File: src/rtl/core/mrrf_pkg.sv
package mrrf_pkg;

    localparam int unsigned FRAME_IDX_W = 4;
    localparam int unsigned BIT_CNT_W   = 3;
    localparam int unsigned ADDR_W      = 4;
    localparam int unsigned DATA_W      = 32;

    localparam logic [7:0]  DEV_ADDR_RST  = 8'h01;
    localparam logic [15:0] CRC_POLY_RST  = 16'hA001;
    localparam logic [15:0] CRC_START_RST = 16'hFFFF;

    localparam logic [15:0] MULT_REG_COUNT  = 16'h0002;
    localparam logic [7:0]  MULT_BYTE_COUNT = 8'h04;

    // last body byte index per frame type
    localparam logic [FRAME_IDX_W-1:0] SINGLE_BODY_LAST = 4'd5;
    localparam logic [FRAME_IDX_W-1:0] MULT_BODY_LAST   = 4'd10;

    localparam logic [BIT_CNT_W-1:0] BIT_CNT_LAST = 3'd7;

    typedef enum logic [1:0] {
        REG_DEV_ADDR  = 2'd0,
        REG_CRC_POLY  = 2'd1,
        REG_CRC_START = 2'd2,
        REG_NONE      = 2'd3
    } reg_idx_t;

    typedef enum logic [2:0] {
        ST_IDLE,
        ST_MIX,
        ST_SHIFT,
        ST_CRC_LO,
        ST_CRC_HI
    } state_t;

    function automatic logic [15:0] crc_bit_step(input logic [15:0] crc,
                                                 input logic [15:0] poly);
        logic [15:0] shifted;
        begin
            shifted = {1'b0, crc[15:1]};
            crc_bit_step = crc[0] ? (shifted ^ poly) : shifted;
        end
    endfunction

    function automatic logic [7:0] body_byte(input logic                   mode,
                                             input logic [FRAME_IDX_W-1:0] idx,
                                             input logic [7:0]             dev,
                                             input logic [7:0]             func,
                                             input logic [15:0]            addr,
                                             input logic [15:0]            v1,
                                             input logic [15:0]            v2);
        logic [7:0] b;
        begin
            b = 8'h00;
            case (idx)
                4'd0: b = dev;
                4'd1: b = func;
                4'd2: b = addr[15:8];
                4'd3: b = addr[7:0];
                4'd4: b = mode ? MULT_REG_COUNT[15:8] : v1[15:8];
                4'd5: b = mode ? MULT_REG_COUNT[7:0]  : v1[7:0];
                4'd6: b = MULT_BYTE_COUNT;
                4'd7: b = v1[15:8];
                4'd8: b = v1[7:0];
                4'd9: b = v2[15:8];
                4'd10: b = v2[7:0];
                default: b = 8'h00;
            endcase
            body_byte = b;
        end
    endfunction

endpackage

File: src/rtl/core/modbus_rtu_request_framer_top.sv
// Modbus RTU request framer. One request transaction on the input yields an
// 8-byte (mode 0) or 13-byte (mode 1) frame on the output, one byte per
// output transaction, last_byte set on the high CRC byte. The CRC-16 is
// built by a single shift/xor unit stepping one bit per cycle, so each body
// byte takes one mix step and eight shift steps; the mix step, like the
// CRC byte steps, waits while the output is stalled. The input is not ready
// until the frame's last byte has been loaded. Device address, polynomial
// and start value are APB registers at 0x0, 0x4 and 0x8, reset to Modbus
// defaults.
module modbus_rtu_request_framer_top (
    input  logic        clk,
    input  logic        rst_n,
    input  logic        psel,
    input  logic        penable,
    input  logic        pwrite,
    input  logic [mrrf_pkg::ADDR_W-1:0] paddr,
    input  logic [mrrf_pkg::DATA_W-1:0] pwdata,
    output logic [mrrf_pkg::DATA_W-1:0] prdata,
    output logic        pready,
    input  logic        in_valid,
    output logic        in_ready,
    input  logic        mode,
    input  logic [7:0]  function_code,
    input  logic [15:0] register_address,
    input  logic [15:0] first_value,
    input  logic [15:0] second_value,
    output logic        out_valid,
    input  logic        out_ready,
    output logic [7:0]  frame_byte,
    output logic        last_byte
);

    logic [7:0]  dev_addr_reg;
    logic [15:0] crc_poly_reg;
    logic [15:0] crc_start_reg;

    mrrf_pkg::state_t state_reg, state_next;

    logic        mode_reg;
    logic [7:0]  func_reg;
    logic [15:0] addr_reg;
    logic [15:0] v1_reg;
    logic [15:0] v2_reg;

    logic [15:0] crc_reg, crc_next;
    logic [mrrf_pkg::FRAME_IDX_W-1:0] idx_reg, idx_next;
    logic [mrrf_pkg::BIT_CNT_W-1:0]   bit_reg, bit_next;

    logic        out_valid_reg, out_valid_next;
    logic [7:0]  out_byte_reg, out_byte_next;
    logic        out_last_reg, out_last_next;

    logic        in_fire;
    logic        slot_free;
    logic        cfg_wr;
    logic [7:0]  cur_byte;
    logic [mrrf_pkg::FRAME_IDX_W-1:0] body_last;
    mrrf_pkg::reg_idx_t reg_sel;

    assign pready    = 1'b1;
    assign cfg_wr    = psel && penable && pwrite && pready;
    assign reg_sel   = mrrf_pkg::reg_idx_t'(paddr[3:2]);

    assign in_ready  = (state_reg == mrrf_pkg::ST_IDLE);
    assign in_fire   = in_valid && in_ready;
    assign slot_free = !out_valid_reg || out_ready;

    assign out_valid  = out_valid_reg;
    assign frame_byte = out_byte_reg;
    assign last_byte  = out_last_reg;

    assign body_last = mode_reg ? mrrf_pkg::MULT_BODY_LAST : mrrf_pkg::SINGLE_BODY_LAST;
    assign cur_byte  = mrrf_pkg::body_byte(mode_reg, idx_reg, dev_addr_reg, func_reg,
                                           addr_reg, v1_reg, v2_reg);

    always_comb
    begin
        prdata = '0;
        unique case (reg_sel)
            mrrf_pkg::REG_DEV_ADDR:  prdata = {24'h0, dev_addr_reg};
            mrrf_pkg::REG_CRC_POLY:  prdata = {16'h0, crc_poly_reg};
            mrrf_pkg::REG_CRC_START: prdata = {16'h0, crc_start_reg};
            default:                 prdata = '0;
        endcase
    end

    always_ff @(posedge clk or negedge rst_n)
    begin
        if (!rst_n)
        begin
            dev_addr_reg  <= mrrf_pkg::DEV_ADDR_RST;
            crc_poly_reg  <= mrrf_pkg::CRC_POLY_RST;
            crc_start_reg <= mrrf_pkg::CRC_START_RST;
        end
        else if (cfg_wr)
        begin
            unique case (reg_sel)
                mrrf_pkg::REG_DEV_ADDR:  dev_addr_reg  <= pwdata[7:0];
                mrrf_pkg::REG_CRC_POLY:  crc_poly_reg  <= pwdata[15:0];
                mrrf_pkg::REG_CRC_START: crc_start_reg <= pwdata[15:0];
                default:
                begin
                end
            endcase
        end
    end

    // next state
    always_comb
    begin
        state_next = state_reg;
        unique case (state_reg)
            mrrf_pkg::ST_IDLE:
                if (in_fire)
                    state_next = mrrf_pkg::ST_MIX;
            mrrf_pkg::ST_MIX:
                if (slot_free)
                    state_next = mrrf_pkg::ST_SHIFT;
            mrrf_pkg::ST_SHIFT:
                if (bit_reg == mrrf_pkg::BIT_CNT_LAST)
                    state_next = (idx_reg == body_last) ? mrrf_pkg::ST_CRC_LO
                                                        : mrrf_pkg::ST_MIX;
            mrrf_pkg::ST_CRC_LO:
                if (slot_free)
                    state_next = mrrf_pkg::ST_CRC_HI;
            mrrf_pkg::ST_CRC_HI:
                if (slot_free)
                    state_next = mrrf_pkg::ST_IDLE;
            default:
                state_next = mrrf_pkg::ST_IDLE;
        endcase
    end

    // datapath and output register
    always_comb
    begin
        crc_next       = crc_reg;
        idx_next       = idx_reg;
        bit_next       = bit_reg;
        out_valid_next = out_valid_reg && !out_ready;
        out_byte_next  = out_byte_reg;
        out_last_next  = out_last_reg;
        unique case (state_reg)
            mrrf_pkg::ST_IDLE:
                if (in_fire)
                begin
                    crc_next = crc_start_reg;
                    idx_next = '0;
                end
            mrrf_pkg::ST_MIX:
                if (slot_free)
                begin
                    crc_next       = crc_reg ^ {8'h00, cur_byte};
                    bit_next       = '0;
                    out_valid_next = 1'b1;
                    out_byte_next  = cur_byte;
                    out_last_next  = 1'b0;
                end
            mrrf_pkg::ST_SHIFT:
            begin
                crc_next = mrrf_pkg::crc_bit_step(crc_reg, crc_poly_reg);
                bit_next = bit_reg + 1'b1;
                if (bit_reg == mrrf_pkg::BIT_CNT_LAST)
                    idx_next = idx_reg + 1'b1;
            end
            mrrf_pkg::ST_CRC_LO:
                if (slot_free)
                begin
                    out_valid_next = 1'b1;
                    out_byte_next  = crc_reg[7:0];
                    out_last_next  = 1'b0;
                end
            mrrf_pkg::ST_CRC_HI:
                if (slot_free)
                begin
                    out_valid_next = 1'b1;
                    out_byte_next  = crc_reg[15:8];
                    out_last_next  = 1'b1;
                end
            default:
            begin
            end
        endcase
    end

    always_ff @(posedge clk or negedge rst_n)
    begin
        if (!rst_n)
        begin
            state_reg     <= mrrf_pkg::ST_IDLE;
            out_valid_reg <= 1'b0;
            idx_reg       <= '0;
            bit_reg       <= '0;
        end
        else
        begin
            state_reg     <= state_next;
            out_valid_reg <= out_valid_next;
            idx_reg       <= idx_next;
            bit_reg       <= bit_next;
        end
    end

    always_ff @(posedge clk)
    begin
        crc_reg      <= crc_next;
        out_byte_reg <= out_byte_next;
        out_last_reg <= out_last_next;
        if (in_fire)
        begin
            mode_reg <= mode;
            func_reg <= function_code;
            addr_reg <= register_address;
            v1_reg   <= first_value;
            v2_reg   <= second_value;
        end
    end

endmodule

File: config.mk
export PLATFORM = sky130hd
export DESIGN_NAME = modbus_rtu_request_framer_top
export DESIGN_NICKNAME = d
export VERILOG_FILES = /design/src/rtl/core/mrrf_pkg.sv /design/src/rtl/core/modbus_rtu_request_framer_top.sv
export SDC_FILE = /design/constraint.sdc
export NUM_CORES = 1
export LEC_CHECK = 0
export BUFFER_PORTS_ARGS = -buffer_cell sky130_fd_sc_hd__buf_4
export CORE_AREA = 2 2 152 80
export DETAILED_ROUTE_END_ITERATION = 12
export DIE_AREA = 0 0 154 82
export PLACE_DENSITY = 0.82
export SLEW_MARGIN = 20
export SYNTH_ARGS = -nofsm -noshare
export SYNTH_HDL_FRONTEND = slang
export SYNTH_SLANG_ARGS = --single-unit
File: constraint.sdc
create_clock -name clk -period 3.7 [get_ports clk]
set_input_delay 0.37 -clock clk [delete_from_list [all_inputs] [get_ports clk]]
set_output_delay 0.37 -clock clk [all_outputs]
set_load 0.05 [all_outputs]
After elaboration in Yosys (flattened, before gate mapping):

Index checks and enable logic that the tools add are counted.

* bits in registers: 133
* input bits: 100
* output and inout port bits: 44

* add/sub/neg operators: 2
* bitwise gates (word level): 2
* equality and inequality tests: 24
* reduce and logical (&&, ||, !) cells: 26
* multiplexer cells: 29

Operator list (number)
* 16-bit case mux with 3 select lines: 2
* 8-bit case mux with 11 select lines: 1
* 16-bit 2-to-1 mux: 3
* 8-bit 2-to-1 mux: 5
* 8-bit case mux with 3 select lines: 1
* 4-bit by 3-bit equality test with 1-bit output (second input constant): 4
* 15-bit by 16-bit XOR with 16-bit output: 1
* 16-bit by 8-bit XOR with 16-bit output: 1
* 3-bit 2-to-1 mux: 5
* 3-bit case mux with 5 select lines: 1
* 4-bit equality test (second input constant): 3
* 4-bit 2-to-1 mux: 3
* 3-bit AND reduction: 3
* 4-bit by 2-bit equality test with 1-bit output (second input constant): 2
* 2-bit != test (second input constant): 4
* 4-bit case mux with 2 select lines: 1
* 2-bit AND reduction: 4
* 3-bit by 2-bit equality test with 1-bit output (second input constant): 2
* 3-bit equality test (second input constant): 2
* 3-bit case mux with 2 select lines: 1
* 2-bit nonzero test: 3
* 3-bit nonzero test: 2
* 5-bit AND reduction: 1
* 4-bit by 1-bit adder with 4-bit output (second input constant): 1
* other kinds (19): 27

Depth between registers and ports, before layout:

* depth after elaboration: 5
* depth in mapped cells: 9

Least setup slack after synthesis:

OpenSTA, ideal clock, no wires.

* path type: register to register
* start point: register state_reg[0]
* end point: register addr_reg[0] (enable)
* library setup time: 422 ps
* period minus slack after synthesis: 3593 ps
* required time: 3278 ps
* arrival: 3172 ps
* slack: 107 ps
* stages on the path, launching flop included: 4
* cells stage by stage: dfrtp_1 buf_2 nor3_1 and2_1

* cells in the longest elaborated chain, start to end: 2

RTL lines
* from (decl): RTL line modbus_rtu_request_framer_top.sv:37 `mrrf_pkg::state_t state_reg, state_next;`
* from (signal assigned): RTL line modbus_rtu_request_framer_top.sv:190 `state_reg <= mrrf_pkg::ST_IDLE;`
* from (signal assigned): RTL line modbus_rtu_request_framer_top.sv:197 `state_reg <= state_next;`
* 3-bit logical NOT: RTL line modbus_rtu_request_framer_top.sv:64 `assign in_ready = (state_reg == mrrf_pkg::ST_IDLE);`
* via in_ready: RTL line modbus_rtu_request_framer_top.sv:21 `output logic in_ready,`
* 1-bit logical AND: RTL line modbus_rtu_request_framer_top.sv:65 `assign in_fire = in_valid && in_ready;`
* via in_fire: RTL line modbus_rtu_request_framer_top.sv:53 `logic in_fire;`
* to (signal assigned): RTL line modbus_rtu_request_framer_top.sv:213 `addr_reg <= register_address;`
* to (decl): RTL line modbus_rtu_request_framer_top.sv:41 `logic [15:0] addr_reg;`

The timed path passes the listed nets, and every way through them passes these cells.
A chain may end at the register's enable or synchronous reset.

Worst setup path after layout:

* start point: register idx_reg[0] (netlist bit)
* end point: register crc_reg[0], data pin

* cells in the longest elaborated chain, start to end: 5
* elaborated cells on any way between the ends: 15
* classes of those cells: 10 x eq/ne; 3 x mux; 1 x bitwise; 1 x reduce/logical

RTL lines
* from (decl): RTL line modbus_rtu_request_framer_top.sv:46 `logic [mrrf_pkg::FRAME_IDX_W-1:0] idx_reg, idx_next;`
* from (signal assigned): RTL line modbus_rtu_request_framer_top.sv:199 `idx_reg <= idx_next;`
* 4-bit equality test, or another cell as far along: RTL line mrrf_pkg.sv:55 `case (idx)`
* 8-bit case mux with 11 select lines (*): RTL line mrrf_pkg.sv:55
* 16-bit by 8-bit XOR with 16-bit output (*): RTL line modbus_rtu_request_framer_top.sv:153 `crc_next = crc_reg ^ {8'h00, cur_byte};`
* 16-bit 2-to-1 mux (*): RTL line modbus_rtu_request_framer_top.sv:151 `if (slot_free)`
* 16-bit case mux with 3 select lines (*): RTL line modbus_rtu_request_framer_top.sv:143 `unique case (state_reg)`
* via crc_next[0]: RTL line modbus_rtu_request_framer_top.sv:45 `logic [15:0] crc_reg, crc_next;`
* to (signal assigned): RTL line modbus_rtu_request_framer_top.sv:206 `crc_reg <= crc_next;`
* to (decl): RTL line modbus_rtu_request_framer_top.sv:45

The timed path passes the listed nets; every way through them passes the cells marked *. The select of a mux whose other input is x is not followed.

==> flow_summary.yaml <==
grt:
  grt_max_degree: 52
  antenna_found_initial: 0
  grt_pass1_vias: 4602
  grt_usage_pct: 26.97
  grt_first_pass_wirelength_um: 24980
  overflow: 0
setup_path:
  crit_path_end_kind: "register"
  path_max_fanout: 17
  worstSetupPathType: "register to register"
  cp.required_ps: 3850
  cp.arrival_ps: 2750
  startpoint_type: "register"
synthesis:
  synth.distinct_cells: 58
  synth.cell_area_um2: 6364
  synth.area.top_cells: "edfxtp_1, dfrtp_1, dfstp_2, mux2_2, a22o_1"
  synth_ff_type: "edfxtp_1"
  synth_seq_cells: 133
  synth_top_area_share_pct: 38.69
  avgSynthCellArea_um2: 12.86
  ys_async_sr_fraction_pct: 38.35
  synth_cells: 495
  synth_warnings: 0
  yosysTopAreaCell: "edfxtp_1"
  synth-edff-count: 82
  seq_area_frac_synth_pct: 59.14
cells_and_area:
  num_antenna_cells: 0
  final_cell_mix: "buf_4, edfxtp_1, nand2_1, dfrtp_1, a22o_1"
  area_growth_pct: 22.81
  fillers: 776
  final_common_cell: "buf_4"
  utilization_pct: 68.64
  fin_nets: 704
  drive_gt1_share_pct: 33.93
sta:
  whs_ps: -37.61
  setup_ws_ps: 1096
  rsz0062_at_grt: "no"
  maxSlewHeadroom_pct: 35.09
  worst_pin_slew_ps: 972.7
  fmaxAchievable_mhz: 384.0
  drv_slew: 0
  finalCriticalPeriod_ps: 2604
  finalSetupTns_ps: 0
  finClkSkew_ps: 7.055
  post-route-period-util_pct: 70.39
  setup_viol: 0
  hold_viol: 14
drt:
  via_count: 4570
  remaining_drc_errors: 0
  drt_wl_total_um: 16190
  drt_pass1_iterations: 5
  detail-route-antenna-nets: 0
  routedWlPerCell_um: 21.30
  via_per_inst: 6.013
  initialDrtViolationCount: 515
die:
  dieWidth_um: 154
  rows: 28
  coreArea_um2: 11390
  initial_core_util_pct: 55.89
  die_area_um2: 12630
  io_pins: 144
  die_height_um: 82
place:
  place.gp.congestion: 0.8924
  port-buffer-count: 108
  dp_hpwl_um: 11510
  dp_slack_ps: 1202
flow_run:
  max-cap-violations: 0
clock_tree:
  cts_setup_buffers: 0
  h-tree-depth: 4
  clkLatencyLatePin_ps: 420
  numClockSinks: 133
  cts_tree: "done"
  clk_pin_slew_ps: 60
  clock_path_buffers: 2
  ctsHoldBuffers: 0
  cts_resized: 0
  cts_buffers: 17
  root_buffer: "clkbuf_16"
power_and_ir_drop:
  netSwitchingFraction_pct: 35.49
  p_switching_mw: 2.281
  combPwrFrac_pct: 31.5
  power_density_nw_per_um2: 822.3
  p_int_mw: 4.145
  peakVddDrop_mv: 0.3942
  power.leakage_nw: 3.164
  power.share.clock_pct: 28.4
  p_seq_share_pct: 40.1
worst_hold_path:
  hold_class: "primary input to asynchronous set/reset pin"
status:
  violations: "hold timing"
  status: "finished, violations left"
-- worst paths after layout --
| path | startpoint | to | slack, ps | depth (start not counted) |
|---|---|---|---|---|
| max reg2reg | idx_reg[0]$_DFFE_PN0P_ | crc_reg[0]$_DFFE_PP_ | 1100 | 6 |
| min | rst_n | state_reg[1]$_DFFE_PN0P_ | -40 | 1 |
| max in group asynchronous | rst_n | dev_addr_reg[3]$_DFFE_PN0P_ | 3260 | 1 |
| min reg2reg | crc_poly_reg[11]$_DFFE_PN0P_ | crc_poly_reg[11]$_DFFE_PN0P_ | 520 | 1 |
| max | idx_reg[0]$_DFFE_PN0P_ | crc_reg[0]$_DFFE_PP_ | 1100 | 6 |
| min in group clk | second_value[8] | v2_reg[8]$_DFFE_PP_ | 120 | 1 |
-- cells by family after synthesis --
logic type / Yosys count / synth area share [%]
other: 2 / 0.1180
AOI/OAI and AO/OA: 120 / 13.84
adders and majority gates: 6 / 1.180
and+or+nand+nor: 110 / 8.947
muxes: 49 / 8.494
DFF: 133 / 59.14
buffers and inverters: 52 / 5.112
xor gates and xnor gates: 23 / 3.166
-- per-layer routing --
layer,global-route usage [%],vias up,wire length [µm]
li1,-,2027,-
met1,38.60,2249,7210
met2,39.37,265,6911
met3,8.602,29,1808
met4,8.692,0,256
met5,0,-,0
-- final cells by class --
type | count | area [µm²] | area share, %
clock buffers | 18 | 429.2 | 5.492
clock inverters | 13 | 207.7 | 2.658
inverters | 5 | 18.77 | 0.2402
multi-input cells | 325 | 2337 | 29.91
flip-flops and latches | 133 | 3764 | 48.16
well taps | 150 | 187.7 | 2.402
repair buffers | 116 | 870.8 | 11.14
-- worst max-delay path: stages (launching register included) --
cell and delay, ps:
dfrtp_1 450, ha_1 490, a22o_1 320, o21ai_0 430, nand4_1 310, xnor2_1 220, o21ai_0 100
-- metrics by stage --
step	std cells	power [mW]	instance area [µm²]
after floorplan	510	3.940	6420
after global placement	729	4.465	7173
after detailed placement	729	4.579	7178
after CTS	760	6.410	7815
after global routing	760	6.704	7815
final	760	6.426	7815
-- cell usage after synthesis, types with 10 or more instances --
master    number
mux2_2        29
nand2_1       50
edfxtp_1      82
mux2_1        11
o21ai_0       23
nor2_1        13
clkbuf_1      10
a22oi_1       19
dfstp_2       20
dfrtp_1       31
a22o_1        30
buf_2         11
buf_4         21
xnor2_1       22
o21ai_1       11
-- power groups by stage --
stage | logic [mW] | clock network, mW | registers [mW]
2_1_floorplan | 1.35 | 0 | 2.59
3_3_place_gp | 1.90 | 0 | 2.56
3_5_place_dp | 1.99 | 0 | 2.59
4_1_cts | 2.01 | 1.83 | 2.57
5_1_grt | 2.18 | 1.90 | 2.63
6_report | 2.03 | 1.82 | 2.58
Note: power is estimated with default switching activity, not from simulation.
